**config.mk**
```make
export PLATFORM = sky130hd
export DESIGN_NAME = serial_frame_receiver_handshake_unit
export DESIGN_NICKNAME = d
export VERILOG_FILES = /design/src/design/sfr_pkg.sv /design/src/design/sfr_step.sv /design/src/design/serial_frame_receiver_handshake_unit.sv
export SDC_FILE = /design/constraint.sdc
export NUM_CORES = 1
export LEC_CHECK = 0
export BUFFER_PORTS_ARGS = -buffer_cell sky130_fd_sc_hd__buf_2
export CORE_MARGIN = 10
export CORE_UTILIZATION = 50
export CTS_CLUSTER_SIZE = 20
export DETAILED_ROUTE_END_ITERATION = 8
export PLACE_DENSITY = 0.69
export SETUP_SLACK_MARGIN = 0.5
export SLEW_MARGIN = 30
export SYNTH_ARGS = -nofsm -noshare
export SYNTH_HDL_FRONTEND = slang
export SYNTH_SLANG_ARGS = --single-unit
```
**constraint.sdc**
```tcl
create_clock -name clk -period 11.45 [get_ports clk]
set_input_delay 2.29 -clock clk [delete_from_list [all_inputs] [get_ports clk]]
set_output_delay 2.29 -clock clk [all_outputs]
set_load 0.1 [all_outputs]
```
**src/design/sfr_pkg.sv**
```systemverilog
// Shared types and constants of the serial frame receiver with handshake supervision.
package sfr_pkg;

  typedef enum logic [1:0] {
    OP_RX_BYTE  = 2'd0,
    OP_TICK     = 2'd1,
    OP_TX_DONE  = 2'd2,
    OP_UNUSED   = 2'd3
  } op_t;

  typedef enum logic [2:0] {
    KIND_NONE       = 3'd0,
    KIND_DATA       = 3'd1,
    KIND_EMPTY      = 3'd2,
    KIND_READY      = 3'd3,
    KIND_FAIL       = 3'd4,
    KIND_RX_TIMEOUT = 3'd5,
    KIND_TX_TIMEOUT = 3'd6
  } kind_t;

  typedef enum logic [1:0] {
    PH_IDLE = 2'd0,
    PH_ID   = 2'd1,
    PH_LEN  = 2'd2,
    PH_DATA = 2'd3
  } phase_t;

  // Configuration register indexes.
  localparam logic [2:0] REG_START_BYTE    = 3'd0;
  localparam logic [2:0] REG_READY_ID      = 3'd1;
  localparam logic [2:0] REG_FAIL_ID       = 3'd2;
  localparam logic [2:0] REG_RX_TIMEOUT    = 3'd3;
  localparam logic [2:0] REG_TX_TIMEOUT    = 3'd4;
  localparam logic [2:0] REG_TIMEOUT_LIMIT = 3'd5;

  localparam logic [7:0]  START_BYTE_RST    = 8'hDE;
  localparam logic [7:0]  READY_ID_RST      = 8'h00;
  localparam logic [7:0]  FAIL_ID_RST       = 8'h00;
  localparam logic [15:0] RX_TIMEOUT_RST    = 16'd200;
  localparam logic [15:0] TX_TIMEOUT_RST    = 16'd1000;
  localparam logic [2:0]  TIMEOUT_LIMIT_RST = 3'd5;
  localparam logic [7:0]  HELD_ID_RST       = 8'hFF;
  localparam logic [2:0]  TALLY_MAX         = 3'd7;

  localparam int IN_TDATA_W  = 8;
  localparam int OUT_TDATA_W = 40;

  typedef struct packed {
    logic [7:0]  start_byte;
    logic [7:0]  ready_id;
    logic [7:0]  fail_id;
    logic [15:0] rx_timeout_ms;
    logic [15:0] tx_timeout_ms;
    logic [2:0]  timeout_limit;
  } cfg_t;

  // Receiver and handshake state, timers excluded.
  typedef struct packed {
    phase_t     phase;
    logic [7:0] held_id;
    logic [7:0] held_length;
    logic [7:0] bytes_left;
    logic [7:0] bytes_seen;
    logic       tx_stall;
    logic [2:0] tally;
  } rx_state_t;

  typedef struct packed {
    kind_t      kind;
    logic [7:0] command_id;
    logic [7:0] command_length;
    logic [7:0] data_byte;
    logic [7:0] byte_index;
    logic       last_byte;
    logic       waiting_ready;
    logic       gave_up;
  } result_t;

endpackage

```
**src/design/sfr_step.sv**
```systemverilog
// Next-state and result logic for one received byte, tick or transmit event.
module sfr_step #(
  parameter int TIMER_BITS = 16
) (
  input  sfr_pkg::cfg_t          cfg,
  input  sfr_pkg::rx_state_t     state,
  input  logic [TIMER_BITS-1:0]  rx_elapsed,
  input  logic [TIMER_BITS-1:0]  tx_elapsed,
  input  sfr_pkg::op_t           operation,
  input  logic [7:0]             rx_byte,
  output sfr_pkg::rx_state_t     state_next,
  output logic [TIMER_BITS-1:0]  rx_elapsed_next,
  output logic [TIMER_BITS-1:0]  tx_elapsed_next,
  output sfr_pkg::result_t       result
);
  import sfr_pkg::*;

  // Timers compare against 16-bit limits; widen both sides to the larger width.
  localparam int CMP_W = (TIMER_BITS > 16) ? TIMER_BITS : 16;

  logic [TIMER_BITS-1:0] tx_inc;
  logic [TIMER_BITS-1:0] rx_inc;
  logic                  tx_expired;
  logic                  rx_expired;

  // Saturating increments: a counter at all ones stays there.
  assign tx_inc = (&tx_elapsed) ? tx_elapsed : tx_elapsed + 1'b1;
  assign rx_inc = (&rx_elapsed) ? rx_elapsed : rx_elapsed + 1'b1;
  assign tx_expired = CMP_W'(tx_inc) > CMP_W'(cfg.tx_timeout_ms);
  assign rx_expired = CMP_W'(rx_inc) > CMP_W'(cfg.rx_timeout_ms);

  always_comb begin
    state_next      = state;
    rx_elapsed_next = rx_elapsed;
    tx_elapsed_next = tx_elapsed;
    result          = '0;
    result.kind     = KIND_NONE;

    case (operation)
      OP_RX_BYTE: begin
        case (state.phase)
          PH_IDLE: begin
            if (rx_byte == cfg.start_byte) begin
              state_next.phase = PH_ID;
              rx_elapsed_next  = '0;
            end
          end
          PH_ID: begin
            state_next.held_id = rx_byte;
            state_next.phase   = PH_LEN;
          end
          PH_LEN: begin
            state_next.held_length = rx_byte;
            if (rx_byte == 8'd0 && state.held_id == cfg.ready_id) begin
              state_next.tx_stall = 1'b0;
              state_next.tally    = '0;
              state_next.phase    = PH_IDLE;
              result.kind         = KIND_READY;
            end else if (rx_byte == 8'd0 && state.held_id == cfg.fail_id) begin
              state_next.tally = '0;
              state_next.phase = PH_IDLE;
              result.kind      = KIND_FAIL;
            end else if (rx_byte == 8'd0) begin
              state_next.tally      = '0;
              state_next.bytes_left = '0;
              state_next.bytes_seen = '0;
              state_next.phase      = PH_IDLE;
              result.kind           = KIND_EMPTY;
            end else begin
              state_next.bytes_left = rx_byte;
              state_next.bytes_seen = '0;
              state_next.phase      = PH_DATA;
            end
          end
          default: begin
            result.kind       = KIND_DATA;
            result.data_byte  = rx_byte;
            result.byte_index = state.bytes_seen;
            if (state.bytes_left <= 8'd1) begin
              result.last_byte      = 1'b1;
              state_next.bytes_left = '0;
              state_next.bytes_seen = '0;
              state_next.tally      = '0;
              state_next.phase      = PH_IDLE;
            end else begin
              state_next.bytes_left = state.bytes_left - 8'd1;
              state_next.bytes_seen = state.bytes_seen + 8'd1;
            end
          end
        endcase
      end
      OP_TICK: begin
        if (state.tx_stall) begin
          if (state.tally >= cfg.timeout_limit) begin
            state_next.tx_stall = 1'b0;
          end else begin
            tx_elapsed_next = tx_inc;
            if (tx_expired) begin
              state_next.tx_stall = 1'b0;
              if (state.tally != TALLY_MAX) begin
                state_next.tally = state.tally + 3'd1;
              end
              result.kind = KIND_TX_TIMEOUT;
            end
          end
        end
        // A receive timeout on the same tick wins the reported kind.
        if (state.phase != PH_IDLE) begin
          rx_elapsed_next = rx_inc;
          if (rx_expired) begin
            state_next.phase      = PH_IDLE;
            state_next.bytes_left = '0;
            state_next.bytes_seen = '0;
            result.kind           = KIND_RX_TIMEOUT;
          end
        end
      end
      OP_TX_DONE: begin
        state_next.tx_stall = 1'b1;
        tx_elapsed_next     = '0;
      end
      default: begin
      end
    endcase

    result.command_id     = state_next.held_id;
    result.command_length = state_next.held_length;
    result.waiting_ready  = state_next.tx_stall;
    result.gave_up        = state_next.tally >= cfg.timeout_limit;
  end

endmodule

```
**src/design/serial_frame_receiver_handshake_unit.sv**
```systemverilog
// Top level of the serial frame receiver with ready/fail handshake and timeout supervision.
//
//  Channel   Direction  Request carries
//  s_axis    in         tuser: operation; tdata: rx_byte
//  m_axis    out        tuser: kind; tlast: last_byte; tdata: id, length, byte, index, flags
//  cfg       in         cfg_index: register number; cfg_data: value (low bits used)
//
// Each input request is first captured in an input register; once the result register is
// free or is being emptied, the step logic updates the receiver state and loads the result
// register. One request is accepted every cycle as long as the result register is free or
// is being emptied in the same cycle. A stall on m_axis holds the result and then the input
// register, after which s_axis_tready falls. Reset is synchronous and returns the
// configuration to its defaults and the receiver to waiting for a start byte.
// The configuration port is always ready; it is meant to be written while no request is open.
module serial_frame_receiver_handshake_unit #(
  parameter int TIMER_BITS = 16
) (
  input  logic                              clk,
  input  logic                              rst,
  input  logic                              s_axis_tvalid,
  output logic                              s_axis_tready,
  // [7:0] rx_byte
  input  logic [sfr_pkg::IN_TDATA_W-1:0]    s_axis_tdata,
  // [1:0] operation
  input  logic [1:0]                        s_axis_tuser,
  output logic                              m_axis_tvalid,
  input  logic                              m_axis_tready,
  // [7:0] command_id, [15:8] command_length, [23:16] data_byte, [31:24] byte_index,
  // [32] waiting_ready, [33] gave_up, [39:34] zero
  output logic [sfr_pkg::OUT_TDATA_W-1:0]   m_axis_tdata,
  // [2:0] kind
  output logic [2:0]                        m_axis_tuser,
  output logic                              m_axis_tlast,
  input  logic                              cfg_valid,
  output logic                              cfg_ready,
  input  logic [2:0]                        cfg_index,
  input  logic [15:0]                       cfg_data
);
  import sfr_pkg::*;

  cfg_t                  cfg;
  rx_state_t             state;
  rx_state_t             state_next;
  logic [TIMER_BITS-1:0] rx_elapsed;
  logic [TIMER_BITS-1:0] rx_elapsed_next;
  logic [TIMER_BITS-1:0] tx_elapsed;
  logic [TIMER_BITS-1:0] tx_elapsed_next;

  // Input register.
  logic       in_valid;
  op_t        in_op;
  logic [7:0] in_byte;

  // Result register.
  logic       out_valid;
  result_t    out_result;
  result_t    step_result;

  logic       out_free;
  logic       advance;

  assign out_free      = !out_valid || m_axis_tready;
  assign advance       = in_valid && out_free;
  assign s_axis_tready = !in_valid || out_free;
  assign cfg_ready     = 1'b1;

  // Configuration registers.
  always_ff @(posedge clk) begin
    if (rst) begin
      cfg.start_byte    <= START_BYTE_RST;
      cfg.ready_id      <= READY_ID_RST;
      cfg.fail_id       <= FAIL_ID_RST;
      cfg.rx_timeout_ms <= RX_TIMEOUT_RST;
      cfg.tx_timeout_ms <= TX_TIMEOUT_RST;
      cfg.timeout_limit <= TIMEOUT_LIMIT_RST;
    end else if (cfg_valid) begin
      case (cfg_index)
        REG_START_BYTE:    cfg.start_byte    <= cfg_data[7:0];
        REG_READY_ID:      cfg.ready_id      <= cfg_data[7:0];
        REG_FAIL_ID:       cfg.fail_id       <= cfg_data[7:0];
        REG_RX_TIMEOUT:    cfg.rx_timeout_ms <= cfg_data;
        REG_TX_TIMEOUT:    cfg.tx_timeout_ms <= cfg_data;
        REG_TIMEOUT_LIMIT: cfg.timeout_limit <= cfg_data[2:0];
        default: begin
        end
      endcase
    end
  end

  // Input register: loads whenever the previous request moves on or the slot is empty.
  always_ff @(posedge clk) begin
    if (rst) begin
      in_valid <= 1'b0;
    end else if (s_axis_tready) begin
      in_valid <= s_axis_tvalid;
    end
  end

  always_ff @(posedge clk) begin
    if (s_axis_tready && s_axis_tvalid) begin
      in_op   <= op_t'(s_axis_tuser);
      in_byte <= s_axis_tdata[7:0];
    end
  end

  sfr_step #(
    .TIMER_BITS(TIMER_BITS)
  ) u_step (
    .cfg             (cfg),
    .state           (state),
    .rx_elapsed      (rx_elapsed),
    .tx_elapsed      (tx_elapsed),
    .operation       (in_op),
    .rx_byte         (in_byte),
    .state_next      (state_next),
    .rx_elapsed_next (rx_elapsed_next),
    .tx_elapsed_next (tx_elapsed_next),
    .result          (step_result)
  );

  // Receiver state commits only when the buffered request produces its result.
  always_ff @(posedge clk) begin
    if (rst) begin
      state.phase       <= PH_IDLE;
      state.held_id     <= HELD_ID_RST;
      state.held_length <= '0;
      state.bytes_left  <= '0;
      state.bytes_seen  <= '0;
      state.tx_stall    <= 1'b0;
      state.tally       <= '0;
      rx_elapsed        <= '0;
      tx_elapsed        <= '0;
    end else if (advance) begin
      state      <= state_next;
      rx_elapsed <= rx_elapsed_next;
      tx_elapsed <= tx_elapsed_next;
    end
  end

  // Result register.
  always_ff @(posedge clk) begin
    if (rst) begin
      out_valid <= 1'b0;
    end else if (advance) begin
      out_valid <= 1'b1;
    end else if (m_axis_tready) begin
      out_valid <= 1'b0;
    end
  end

  always_ff @(posedge clk) begin
    if (advance) begin
      out_result <= step_result;
    end
  end

  assign m_axis_tvalid = out_valid;
  assign m_axis_tuser  = out_result.kind;
  assign m_axis_tlast  = out_result.last_byte;
  assign m_axis_tdata  = {6'd0,
                          out_result.gave_up,
                          out_result.waiting_ready,
                          out_result.byte_index,
                          out_result.data_byte,
                          out_result.command_length,
                          out_result.command_id};

endmodule

```
Word level (Yosys, flattened, before mapping):

Index checks and enable logic that the tools add are counted.

* output and inout bits: 47
* input bits: 34
* word-level logic and storage cells: 148
* bits in registers: 179

* reductions and logical operators: 30
* magnitude comparators: 5
* bitwise operators: 1
* eq/ne operators: 24
* add/subtract/negate cells: 5
* muxes and demuxes: 56

Operators by type and width (count)
* $mux W16: 14
* $pmux W16 S2: 4
* $mux W3: 13
* $add A16 B1 Y16 const B: 2
* $gt A16 B16 Y1: 2
* $reduce_and A16 Y1: 2
* $eq A8 B8 Y1: 3
* $pmux W3 S2: 4
* $mux W2: 8
* $mux W8: 2
* $reduce_and A2 Y1: 6
* $ne A3 B3 Y1 const B: 3
* $add A8 B1 Y8 const B: 1
* $le A8 B1 Y1 const B: 1
* $logic_not A8 Y1: 1
* $mux W4: 2
* $ne A2 B2 Y1 const B: 4
* $reduce_bool A2 Y1: 4
* $sub A8 B1 Y8 const B: 1
* $reduce_and A7 Y1: 1
* $eq A3 B2 Y1 const B: 2
* $eq A3 B3 Y1 const B: 2
* $ge A3 B3 Y1: 2
* $mux W1: 6
* 21 further kinds: 31

Logic depth before layout (Yosys ltp):

Gate-level depths: netlist of run 1.

* word-level depth: 9
* gate-level depth with buffers: 19
* depth with buffers taken out: 19

By module:

Synthesis of run 1 repeated with hierarchy kept, for this count alone.

* cell total of the unflattened synthesis: 1253
* area, all modules: 11026.8 um2

Modules (own cells, without submodules)
* serial_frame_receiver_handshake_unit: area each 6771.5 um2, seq. area each 4063.9 um2, cells each 606, instances 1
* sfr_step: area each 4255.3 um2, seq. area each 0.0 um2, cells each 647, instances 1

Least setup slack after synthesis of run 1:

OpenSTA, ideal clock, no wires.

* path type: input-to-output
* start: input m_axis_tready
* end: output s_axis_tready
* data arrival time: 3135 ps
* path buffers: 0
* required time: 9160 ps
* setup slack: 6025 ps
* stages: 2
* cell sequence: nor2b_1 -> nand2_1

* cells in the longest elaborated chain, start to end: 2

Ends and longest elaborated chain
* from (decl): RTL line serial_frame_receiver_handshake_unit.sv:27 `input logic m_axis_tready,`
* $logic_or A1 B1 Y1: RTL line serial_frame_receiver_handshake_unit.sv:62 `assign out_free = !out_valid || m_axis_tready;`
* $logic_or A1 B1 Y1: RTL line serial_frame_receiver_handshake_unit.sv:64 `assign s_axis_tready = !in_valid || out_free;`
* to (decl): RTL line serial_frame_receiver_handshake_unit.sv:21 `output logic s_axis_tready,`

No other way between the ends.

Final worst setup path of run 1:

Same ends and word-level chain as after synthesis.

==> results of run 1 <==
[stage by stage]
| step | setup slack [ps] | instances | util | cell area, µm² |
|---|---|---|---|---|
| 2_1_floorplan | 6030 | 1082 | - | 9360 |
| 3_3_place_gp | 6100 | 1336 | 0.537 | 9750 |
| 3_5_place_dp | 6080 | 1336 | 0.537 | 9750 |
| 4_1_cts | 6070 | 1368 | 0.570 | 10300 |
| 5_1_grt | 6010 | 1368 | 0.570 | 10400 |
| 6_report | 6080 | 1368 | 0.570 | 10400 |
[flip-flops by register name, summed over array words and instances, names as in the netlist, 2 cells and up]
name / flops
cfg: 59
rx_elapsed: 16
m_axis_tuser: 3
in_op: 2
in_byte: 8
m_axis_tdata: 34
tx_elapsed: 16
state: 38
[metal layers]
layer	global-route usage	routed length [µm]
met5	0	0
met2	0.288	10300
met3	0.0293	1100
met1	0.247	10500
met4	0.0611	430
[final timing paths]
check,cells past startpoint,end
max,4,s_axis_tready
min,2,cfg[18]$_SDFFE_PP0P_
max reg2reg,17,m_axis_tdata[33]$_DFFE_PP_
min reg2reg,2,cfg[18]$_SDFFE_PP0P_
[area by class of cell]
class,instances,area share
clock buffer,19,0.0428
clock inverter,13,0.0149
inverter,51,0.0185
multi-input combinational,800,0.465
sequential,179,0.393
tap,229,0.0277
timing repair buffer,77,0.0386
[worst max-delay path: cells and delay by family]
kind | cells | cell delay (ps)
buffers and inverters | 2 | 400
AND/OR/NAND/NOR | 2 | 380
[where the power goes]
part / internal, mW / total, mW / leakage, nW / switching (mW)
sequential: 0.662 / 0.673 / 1.50 / 0.0112
combinational: 0.0227 / 0.111 / 2.31 / 0.0885
clock: 0.331 / 0.590 / 0.284 / 0.259
[kinds of logic after synthesis]
| logic type | synth area share |
|---|---|
| compound gates | 0.140 |
| buf+inv | 0.0511 |
| fa+ha+maj | 0.0643 |
| other cells | 0.000804 |
| mux | 0.0260 |
| simple gates | 0.236 |
| flops | 0.435 |
| xor+xnor | 0.0469 |
[cell usage after synthesis (3+ instances only)]
cell / number
a311oi_1: 6
a21oi_1: 86
o21ai_0: 34
dfxtp_1: 131
nor4_1: 9
and3_1: 15
or4_1: 3
ha_1: 48
nor2b_1: 13
buf_1: 6
nor3_1: 19
buf_2: 3
nand4_1: 19
mux2i_1: 13
xnor2_1: 29
or3_1: 6
nand3_1: 45
clkbuf_8: 3
and2_1: 26
nand2b_1: 9
o21a_1: 9
edfxtp_1: 48
o211ai_1: 13
a31oi_1: 10
inv_1: 50
o21ai_1: 4
clkbuf_1: 28
o31ai_1: 10
buf_4: 9
mux2_2: 9
a22o_1: 9
nand2_1: 210
buf_6: 3
a21o_1: 6
o41ai_1: 3
xor2_1: 21
nor2_1: 67
or2_2: 4
==> summary.txt, run 1 <==
Worst setup path
  – Reg-to-reg slack, setup: 6830 ps
  – CP startpoint: m_axis_tready
  – CP peak stage delay: 300 ps
  – Crit-path most repeated cell: buf_2
  – Crit Path Max Fanout: 5
  – CP Class: in2out
  – Crit. End Element: output pin
  – CP required: 9160 ps
  – CP arrival: 3080 ps
  – CP startpoint kind: input pin
  – R2r startpoint: tx_elapsed[0]$_SDFFE_PP0P_
  – Slowest CP cell: buf_2
  – Critical-path cell list: buf_2, nor2b_1, nand2_1, buf_2

Logic synthesis
  – Synth unique cells: 71
  – Sequential fraction of the synthesis area: 0.435
  – Yosys top cell area share: 0.281
  – Cell taking the most area after synthesis: dfxtp_1
  – Post-Syn Area per Cell: 8.67 µm²
  – EDFF count, synth: 48
  – Synth Warn #: 0
  – Area contributors post-synth: dfxtp_1, edfxtp_1, nand2_1, ha_1, a21oi_1
  – Top_reg_cell synth: dfxtp_1
  – Cells after synthesis: 1077
  – Synthesized area: 0.00934 mm²
  – Post-synth ARST share: 0
  – #FFs+latches synth: 179

Run status
  – Status: finished, final reports clean

Hold path
  – Worst hold path startpoint: cfg[18]$_SDFFE_PP0P_
  – Hold crit path type: reg2reg

STA
  – Final critical-path share of the clock period: 0.469
  – Tmin final: 5370 ps
  – Worst Hold Slack: 456 ps
  – Worst Skew: 10.2 ps
  – FMAX: 186 MHz
  – Endpoints failing hold: 0
  – Worst-Margin Slew: 910 ps
  – Final setup viols: 0
  – Slew margin rel.: 0.391
  – Post-route setup TNS: 0 ps
  – Final Max Tran Viols: 0
  – RSZ-0062 raised after global routing: no

Floorplan
  – Row Count: 49
  – Initial Util: 0.514
  – Full die area: 0.0245 mm²
  – Die Width: 157 µm
  – Die height: 157 µm
  – Core ar.: 0.0181 mm²
  – I/O Pins: 81

Final layout
  – Most frequent cells in the layout: nand2_1, dfxtp_1, a21oi_1
  – Sequential Area: 0.00406 mm²
  – Area of the multi-input gates: 0.00481 mm²
  – Share of post-route cells with drive strength above 1: 0.121
  – Area growth from synthesis to layout: 10.9%
  – Filler cells: 1628
  – Most common cell after layout, fill and taps aside: nand2_1
  – Nets: 1208
  – Inserted Diodes: 0

Placement
  – GP Congestion: 0.873
  – IO buf count: 73
  – Post-DP HPWL: 15500 µm

Pwr
  – Pwr Total: 1.37 mW
  – VDD IR max: 0.103 mV
  – Lkg Pwr: 4.09 nW
  – PD cells: 133 mW/mm²

GRT
  – Total grt overflow: 0
  – Vias in the first global route: 7146
  – Initial antenna violation count: 0
  – First-pass GRT wire length: 36500 µm
  – Largest net degree at the start of global routing: 90
  – Total Routing Usage GR: 0.182

Clock tree
  – Root Buffer Master: clkbuf_16
  – Clock tree buffer depth: 2
  – TritonCTS Buffers: 17
  – Clk_lat worst skew: 430 ps
  – Setup repair bufs after CTS: 0
  – Resized cells post-CTS: 0
  – Reg clk slew, reported paths: 70 ps
  – CTS tree: built
  – Hold-fix buffers at CTS: 0
  – H-tree Lvls: 4
  – Sink Count: 179

Drt
  – Antenna viol nets, final: 0
  – 1st-pass router iterations: 5
  – Drt initial violations: 754
  – Post-Route WL: 22300 µm
  – Via Count: 7683
  – Routed WL per cell: 16.3 µm
  – Drt drc: 0
  – Via/cell ratio: 5.62

Job
  – Max_cap viols: 0
(Power assumes the default switching activity.)
==> inputs of run 2 (changes only) <==
--- a/config.mk
+++ b/config.mk
@@ -10,7 +10,7 @@
 export CORE_UTILIZATION = 50
 export CTS_CLUSTER_SIZE = 20
 export DETAILED_ROUTE_END_ITERATION = 8
-export PLACE_DENSITY = 0.69
+export PLACE_DENSITY = 0.71
 export SETUP_SLACK_MARGIN = 0.5
 export SLEW_MARGIN = 30
 export SYNTH_ARGS = -nofsm -noshare
==> constraint.sdc (replaced) <==
create_clock -name clk -period 4.7 [get_ports clk]
set_input_delay 0.94 -clock clk [delete_from_list [all_inputs] [get_ports clk]]
set_output_delay 0.94 -clock clk [all_outputs]
set_load 0.1 [all_outputs]
==> summary.txt, run 2 (synthesized netlist as in run 1, its figures left out) <==
Worst setup path
  – R2r worst-path depth: 15 (was 17)
  – Reg-to-reg slack, setup: 520 ps (was 6830 ps)
  – Crit Path Max Fanout: 7 (was 5)
  – R2r startpoint: tx_elapsed[5]$_SDFFE_PP0P_ (was tx_elapsed[0]$_SDFFE_PP0P_)
  – CP required: 4890 ps (was 9160 ps)
  – CP arrival: 4370 ps (was 3080 ps)
  – Worst R2R End: m_axis_tdata[33]$_DFFE_PP_ (unchanged)
  – CP startpoint: tx_elapsed[5]$_SDFFE_PP0P_ (was m_axis_tready)
  – CP startpoint kind: register (was input pin)
  – Crit path to: m_axis_tdata[33]$_DFFE_PP_ (was s_axis_tready)
  – CP Class: reg2reg (was in2out)
  – Crit. End Element: register (was output pin)

Placement
  – GP Congestion: 0.871 (was 0.873)
  – Post-DP HPWL: 15800 µm (was 15500 µm)
  – IO buf count: 73 (unchanged)

Clock tree
  – H-tree Lvls: 4 (unchanged)
  – Hold-fix buffers at CTS: 0 (unchanged)
  – Root Buffer Master: clkbuf_16 (unchanged)
  – TritonCTS Buffers: 17 (unchanged)
  – Sink Count: 179 (unchanged)
  – Clk_lat worst skew: 440 ps (was 430 ps)
  – Clock tree buffer depth: 2 (unchanged)
  – Reg clk slew, reported paths: 70 ps (about the same)
  – CTS tree: built (unchanged)

Final layout
  – Top reg by flops: cfg (unchanged)
  – Area growth from synthesis to layout: 11.5% (was 10.9%)
  – Share of post-route cells with drive strength above 1: 0.131 (was 0.121)
  – Most common cell after layout, fill and taps aside: nand2_1 (unchanged)
  – Nets: 1213 (was 1208)
  – Largest register FFs: 59 (unchanged)
  – Inserted Diodes: 0 (unchanged)
  – Post-layout util: 0.574 (was 0.570)
  – Most frequent cells in the layout: nand2_1, dfxtp_1, a21oi_1 (unchanged)

Pwr
  – VDD IR max: 0.273 mV (was 0.103 mV)
  – Lkg Pwr: 4.12 nW (was 4.09 nW)
  – PD cells: 319 mW/mm² (was 133 mW/mm²)

Drt
  – Antenna viol nets, final: 0 (unchanged)
  – Via Count: 7781 (was 7683)
  – Routed WL per cell: 16.7 µm (was 16.3 µm)
  – Post-Route WL: 22900 µm (was 22300 µm)
  – Drt initial violations: 667 (was 754)
  – 1st-pass router iterations: 5 (unchanged)
  – Drt drc: 0 (unchanged)
  – Via/cell ratio: 5.67 (was 5.62)

STA
  – FMAX: 239 MHz
  – Worst Skew: 7.28 ps (was 10.2 ps)
  – Post-route setup TNS: 0 ps (unchanged)
  – Worst-Margin Slew: 872 ps (was 910 ps)
  – Endpoints failing hold: 0 (unchanged)
  – Final critical-path share of the clock period: 0.889
  – Final Max Tran Viols: 0 (unchanged)
  – Tmin final: 4180 ps
  – Final setup viols: 0 (unchanged)
  – Slew margin rel.: 0.416 (was 0.391)
  – RSZ-0062 raised after global routing: yes (was no)

Hold path
  – Hold crit path type: reg2reg (unchanged)

Run status
  – Status: finished, final reports clean (unchanged)

Floorplan
  – Full die area: 0.0245 mm² (unchanged)
  – Die Width: 157 µm (unchanged)
  – I/O Pins: 81 (unchanged)
  – Initial Util: 0.514 (unchanged)
  – Die height: 157 µm (unchanged)
  – Core ar.: 0.0181 mm² (unchanged)
  – Row Count: 49 (unchanged)

GRT
  – Vias in the first global route: 7125 (was 7146)
  – Largest net degree at the start of global routing: 89 (was 90)
  – Initial antenna violation count: 0 (unchanged)
  – Total Routing Usage GR: 0.185 (was 0.182)
  – First-pass GRT wire length: 36600 µm (was 36500 µm)
  – Total grt overflow: 0 (unchanged)

Job
  – Max_cap viols: 0 (unchanged)
-- run 2: cell count changes in the layout (fill, tap and decap cells not counted), moves of 3 or more --
cell / before / now
nor2_2: 2 / 5
nor2_1: 67 / 64
buf_4: 3 / 7
clkinv_2: 0 / 3
-- run 2: final cells by class --
| class | count | area, µm² |
|---|---|---|
| fill | 1601 | 7730 |
| multi-input combinational | 800 | 4850 |
| sequential | 179 | 4070 |
| timing repair buffer | 82 | 449 |
| clock buffer | 20 | 437 |
| tap | 229 | 287 |
| inverter | 51 | 191 |
| clock inverter | 12 | 129 |
-- run 2: worst max-delay path: stages, from the launching register on --
cell and delay, ps:
dfxtp_1 410, and3_4 250, nand2_1 80, or3_1 460, or3_1 360, o21a_1 120, ha_1 310, nand4_1 170
a2111o_1 450, a31oi_2 210, buf_4 170, a21oi_1 60, a311oi_1 260, ha_1 270, a21o_1 150, a21o_1 180
-- run 2: layer usage --
layer | track usage | part of all wire | up-vias
met5 | 0 | 0 | -
met1 | 0.247 | 0.46 | 3648
met4 | 0.0557 | 0.012 | 0
met3 | 0.0370 | 0.056 | 28
li1 | - | - | 3869
met2 | 0.295 | 0.47 | 236
-- run 2: worst min path at each step --
stage / start / endpoint / slack (ps) / cells past startpoint
after floorplan: cfg[23]$_SDFFE_PP0P_ / cfg[23]$_SDFFE_PP0P_ / 430 / 2
after global placement: cfg[21]$_SDFFE_PP0P_ / cfg[21]$_SDFFE_PP0P_ / 440 / 2
after detailed placement: cfg[24]$_SDFFE_PP0P_ / cfg[24]$_SDFFE_PP0P_ / 450 / 2
after CTS: cfg[24]$_SDFFE_PP0P_ / cfg[24]$_SDFFE_PP0P_ / 460 / 2
after global routing: cfg[24]$_SDFFE_PP0P_ / cfg[24]$_SDFFE_PP0P_ / 470 / 2
final: cfg[28]$_SDFFE_PP0P_ / cfg[28]$_SDFFE_PP0P_ / 450 / 2
-- run 2: through the flow --
step                total power [mW]  hold WS [ps]  setup slack, ps  area [µm²]  instances
finish                          3.32           453              520       10400       1373
CTS                             3.33           456              471       10400       1370
global placement                1.94           442              540        9770       1338
global route                    3.41           471              313       10400       1373
detailed placement              1.95           447              447        9770       1338
floorplan                       1.88           434              575        9360       1082
-- run 2: power by group --
part / internal (mW) / switching, mW / leakage [nW] / total, mW
Clock: 0.786 / 0.618 / 0.280 / 1.40
Combinational: 0.0569 / 0.218 / 2.34 / 0.275
Sequential: 1.61 / 0.0275 / 1.50 / 1.64
-- run 2: what timing repair did --
action,in CTS,in global routing
setup buffers,0,3
gates cloned,0,0
resized for setup,5,8
pin swaps,0,2
endpoints found under the setup margin,3,16
==> inputs of run 3 (changes only) <==
--- a/config.mk
+++ b/config.mk
@@ -11,6 +11,7 @@
 export CTS_CLUSTER_SIZE = 20
 export DETAILED_ROUTE_END_ITERATION = 8
 export PLACE_DENSITY = 0.71
+export REMOVE_ABC_BUFFERS = 1
 export SETUP_SLACK_MARGIN = 0.5
 export SLEW_MARGIN = 30
 export SYNTH_ARGS = -nofsm -noshare
==> summary.txt, run 3 (synthesized netlist as in run 1, its figures left out) <==
Worst setup path
  – Crit Path Max Fanout: 5 (was 7)
  – Critical path buffers and inverters: 1 (unchanged)
  – R2r startpoint: tx_elapsed[8]$_SDFFE_PP0P_ (was tx_elapsed[5]$_SDFFE_PP0P_)
  – Crit path max-delay family: simple AND/OR/NAND/NOR gates (was compound AO/OA/AOI/OAI gates)
  – R2r worst-path depth: 17 (was 15)
  – Crit path to: m_axis_tdata[33]$_DFFE_PP_ (unchanged)
  – CP startpoint: tx_elapsed[8]$_SDFFE_PP0P_ (was tx_elapsed[5]$_SDFFE_PP0P_)
  – Slowest CP cell: or3_4 (was or3_1)
  – Crit. End Element: register (unchanged)
  – CP arrival: 4250 ps (was 4370 ps)
  – CP Class: reg2reg (unchanged)
  – Worst R2R End: m_axis_tdata[33]$_DFFE_PP_ (unchanged)
  – CP startpoint kind: register (unchanged)
  – CP peak stage delay: 420 ps (was 460 ps)
  – Reg-to-reg slack, setup: 640 ps (was 520 ps)
  – Critical-path cell list: and3_1, nand2_1, or3_4, or3_1, o21a_1, ha_1, nand4_1, buf_4, nor2_1, a21oi_1, a31oi_4, nand3_1, o21a_1, ha_1, nand2b_1, a21o_1, a21o_1 (was and3_4, nand2_1, or3_1, or3_1, o21a_1, ha_1, nand4_1, a2111o_1, a31oi_2, buf_4, a21oi_1, a311oi_1, ha_1, a21o_1, a21o_1)
  – CP required: 4900 ps (was 4890 ps)
  – Crit path depth: 17 (was 15)

Final layout
  – Largest register FFs: 59 (unchanged)
  – Post-route cell area: 0.0105 mm² (was 0.0104 mm²)
  – Most common cell after layout, fill and taps aside: nand2_1 (unchanged)
  – Post-layout util: 0.578 (was 0.574)
  – Area growth from synthesis to layout: 12.3% (was 11.5%)
  – Top reg by flops: cfg (unchanged)
  – Inserted Diodes: 0 (unchanged)
  – Final std cells w/o fill: 1377 (was 1373)
  – Share of post-route cells with drive strength above 1: 0.145 (was 0.131)
  – Nets: 1217 (was 1213)
  – Most frequent cells in the layout: nand2_1, dfxtp_1, a21oi_1 (unchanged)

Pwr
  – Logic pwr share: 0.083 (about the same)
  – Internal power: 2.41 mW (was 2.46 mW)
  – Clock share of power: 0.418 (was 0.423)
  – Pwr Total: 3.29 mW (was 3.32 mW)
  – Lkg Pwr: 4.13 nW (was 4.12 nW)
  – VDD IR max: 0.309 mV (was 0.273 mV)
  – PD cells: 314 mW/mm² (was 319 mW/mm²)
  – Net Sw Frac: 0.267 (was 0.260)
  – NetSw: 0.879 mW (was 0.864 mW)
  – Flop pwr share: 0.499 (was 0.494)

STA
  – Endpoints failing hold: 0 (unchanged)
  – Worst-Margin Slew: 913 ps (was 872 ps)
  – Tmin final: 4060 ps (was 4180 ps)
  – RSZ-0062 raised after global routing: no (was yes)
  – Worst Skew: 13.1 ps (was 7.28 ps)
  – Worst Hold Slack: 453 ps (about the same)
  – Final setup viols: 0 (unchanged)
  – Final critical-path share of the clock period: 0.863 (was 0.889)
  – Final Max Tran Viols: 0 (unchanged)
  – Post-route setup TNS: 0 ps (unchanged)
  – FMAX: 247 MHz (was 239 MHz)
  – Slew margin rel.: 0.389 (was 0.416)
  – Final WS setup: 644 ps (was 520 ps)

Clock tree
  – H-tree Lvls: 4 (unchanged)
  – CTS tree: built (unchanged)
  – Sink Count: 179 (unchanged)
  – Hold-fix buffers at CTS: 0 (unchanged)
  – Clk_lat worst skew: 440 ps (about the same)
  – Clock tree buffer depth: 2 (unchanged)
  – Reg clk slew, reported paths: 70 ps (about the same)
  – TritonCTS Buffers: 17 (unchanged)
  – Root Buffer Master: clkbuf_16 (unchanged)

Floorplan
  – Core ar.: 0.0181 mm² (unchanged)
  – Die Width: 157 µm (unchanged)
  – Full die area: 0.0245 mm² (unchanged)
  – Die height: 157 µm (unchanged)
  – Initial Util: 0.514 (unchanged)
  – Row Count: 49 (unchanged)
  – I/O Pins: 81 (unchanged)

Placement
  – Area of placed instances: 0.00980 mm² (was 0.00977 mm²)
  – IO buf count: 73 (unchanged)
  – Dpl ws: 433 ps (was 447 ps)
  – GP Congestion: 0.893 (was 0.871)
  – Post-DP HPWL: 15700 µm (was 15800 µm)
  – Cell count after placement: 1342 (was 1338)

Drt
  – Routed WL per cell: 16.3 µm (was 16.7 µm)
  – Via Count: 7660 (was 7781)
  – Drt drc: 0 (unchanged)
  – Drt initial violations: 468 (was 667)
  – Antenna viol nets, final: 0 (unchanged)
  – Via/cell ratio: 5.56 (was 5.67)
  – 1st-pass router iterations: 5 (unchanged)
  – Post-Route WL: 22500 µm (was 22900 µm)

GRT
  – Initial antenna violation count: 0 (unchanged)
  – Largest net degree at the start of global routing: 53 (was 89)
  – Total Routing Usage GR: 0.182 (was 0.185)
  – Vias in the first global route: 7209 (was 7125)
  – First-pass GRT wire length: 36600 µm (about the same)
  – Total grt overflow: 0 (unchanged)

Run status
  – Status: finished, final reports clean (unchanged)

Job
  – Max_cap viols: 0 (unchanged)

Hold path
  – Hold crit path type: reg2reg (unchanged)
run 3: cell types whose count changed in the layout (fill, tap and decap cells not counted), moves of 2 or more:
cell	before	now
nor2_4	0	3
dfxtp_2	2	8
dfxtp_1	129	123
buf_4	7	13
nor2_2	5	3
run 3: worst min-delay path by stage:
| stage | endpoint | start | cells after the start |
|---|---|---|---|
| after floorplan | cfg[13]$_SDFFE_PP0P_ | cfg[13]$_SDFFE_PP0P_ | 2 |
| after global placement | state[25]$_SDFFE_PP0P_ | state[25]$_SDFFE_PP0P_ | 2 |
| after detailed placement | cfg[27]$_SDFFE_PP0P_ | cfg[27]$_SDFFE_PP0P_ | 2 |
| after CTS | cfg[27]$_SDFFE_PP0P_ | cfg[27]$_SDFFE_PP0P_ | 2 |
| after global routing | cfg[21]$_SDFFE_PP0P_ | cfg[21]$_SDFFE_PP0P_ | 2 |
| final | cfg[27]$_SDFFE_PP0P_ | cfg[27]$_SDFFE_PP0P_ | 2 |
run 3: routing by layer:
metal / vias up / track usage / share of wire
li1: 3862 / - / -
met1: 3631 / 0.242 / 0.47
met2: 143 / 0.299 / 0.48
met3: 24 / 0.0282 / 0.036
met4: 0 / 0.0553 / 0.013
met5: - / 0 / 0
run 3: worst reg2reg max path, delay by kind of cell (launching register included):
family / cells / cell delay [ps]
AND/OR/NAND/NOR: 8 / 1680
AO/OA/AOI/OAI: 6 / 980
adder cells (fa/ha/maj): 2 / 570
flip-flops: 1 / 380
buffers and inverters: 1 / 200
run 3: power by group through the flow:
stage	sequential, mW	combinational [mW]	clock [mW]
finish	1.64	0.273	1.38
global route	1.64	0.292	1.45
CTS	1.64	0.272	1.39
detailed placement	1.67	0.271	0
global placement	1.67	0.269	0
floorplan	1.75	0.111	0
run 3: area by class of cell:
type,instances,area (µm²)
clock buffer,19,433
clock inverter,13,128
fill,1614,7660
inverter,51,191
multi-input combinational,800,4910
sequential,179,4070
tap,229,287
timing repair buffer,86,463
run 3: repair_timing:
item | CTS | global route
setup endpoints to repair | 1 | 17
gates resized for setup | 5 | 24
pin swaps | 0 | 5
buffers inserted | 0 | 3
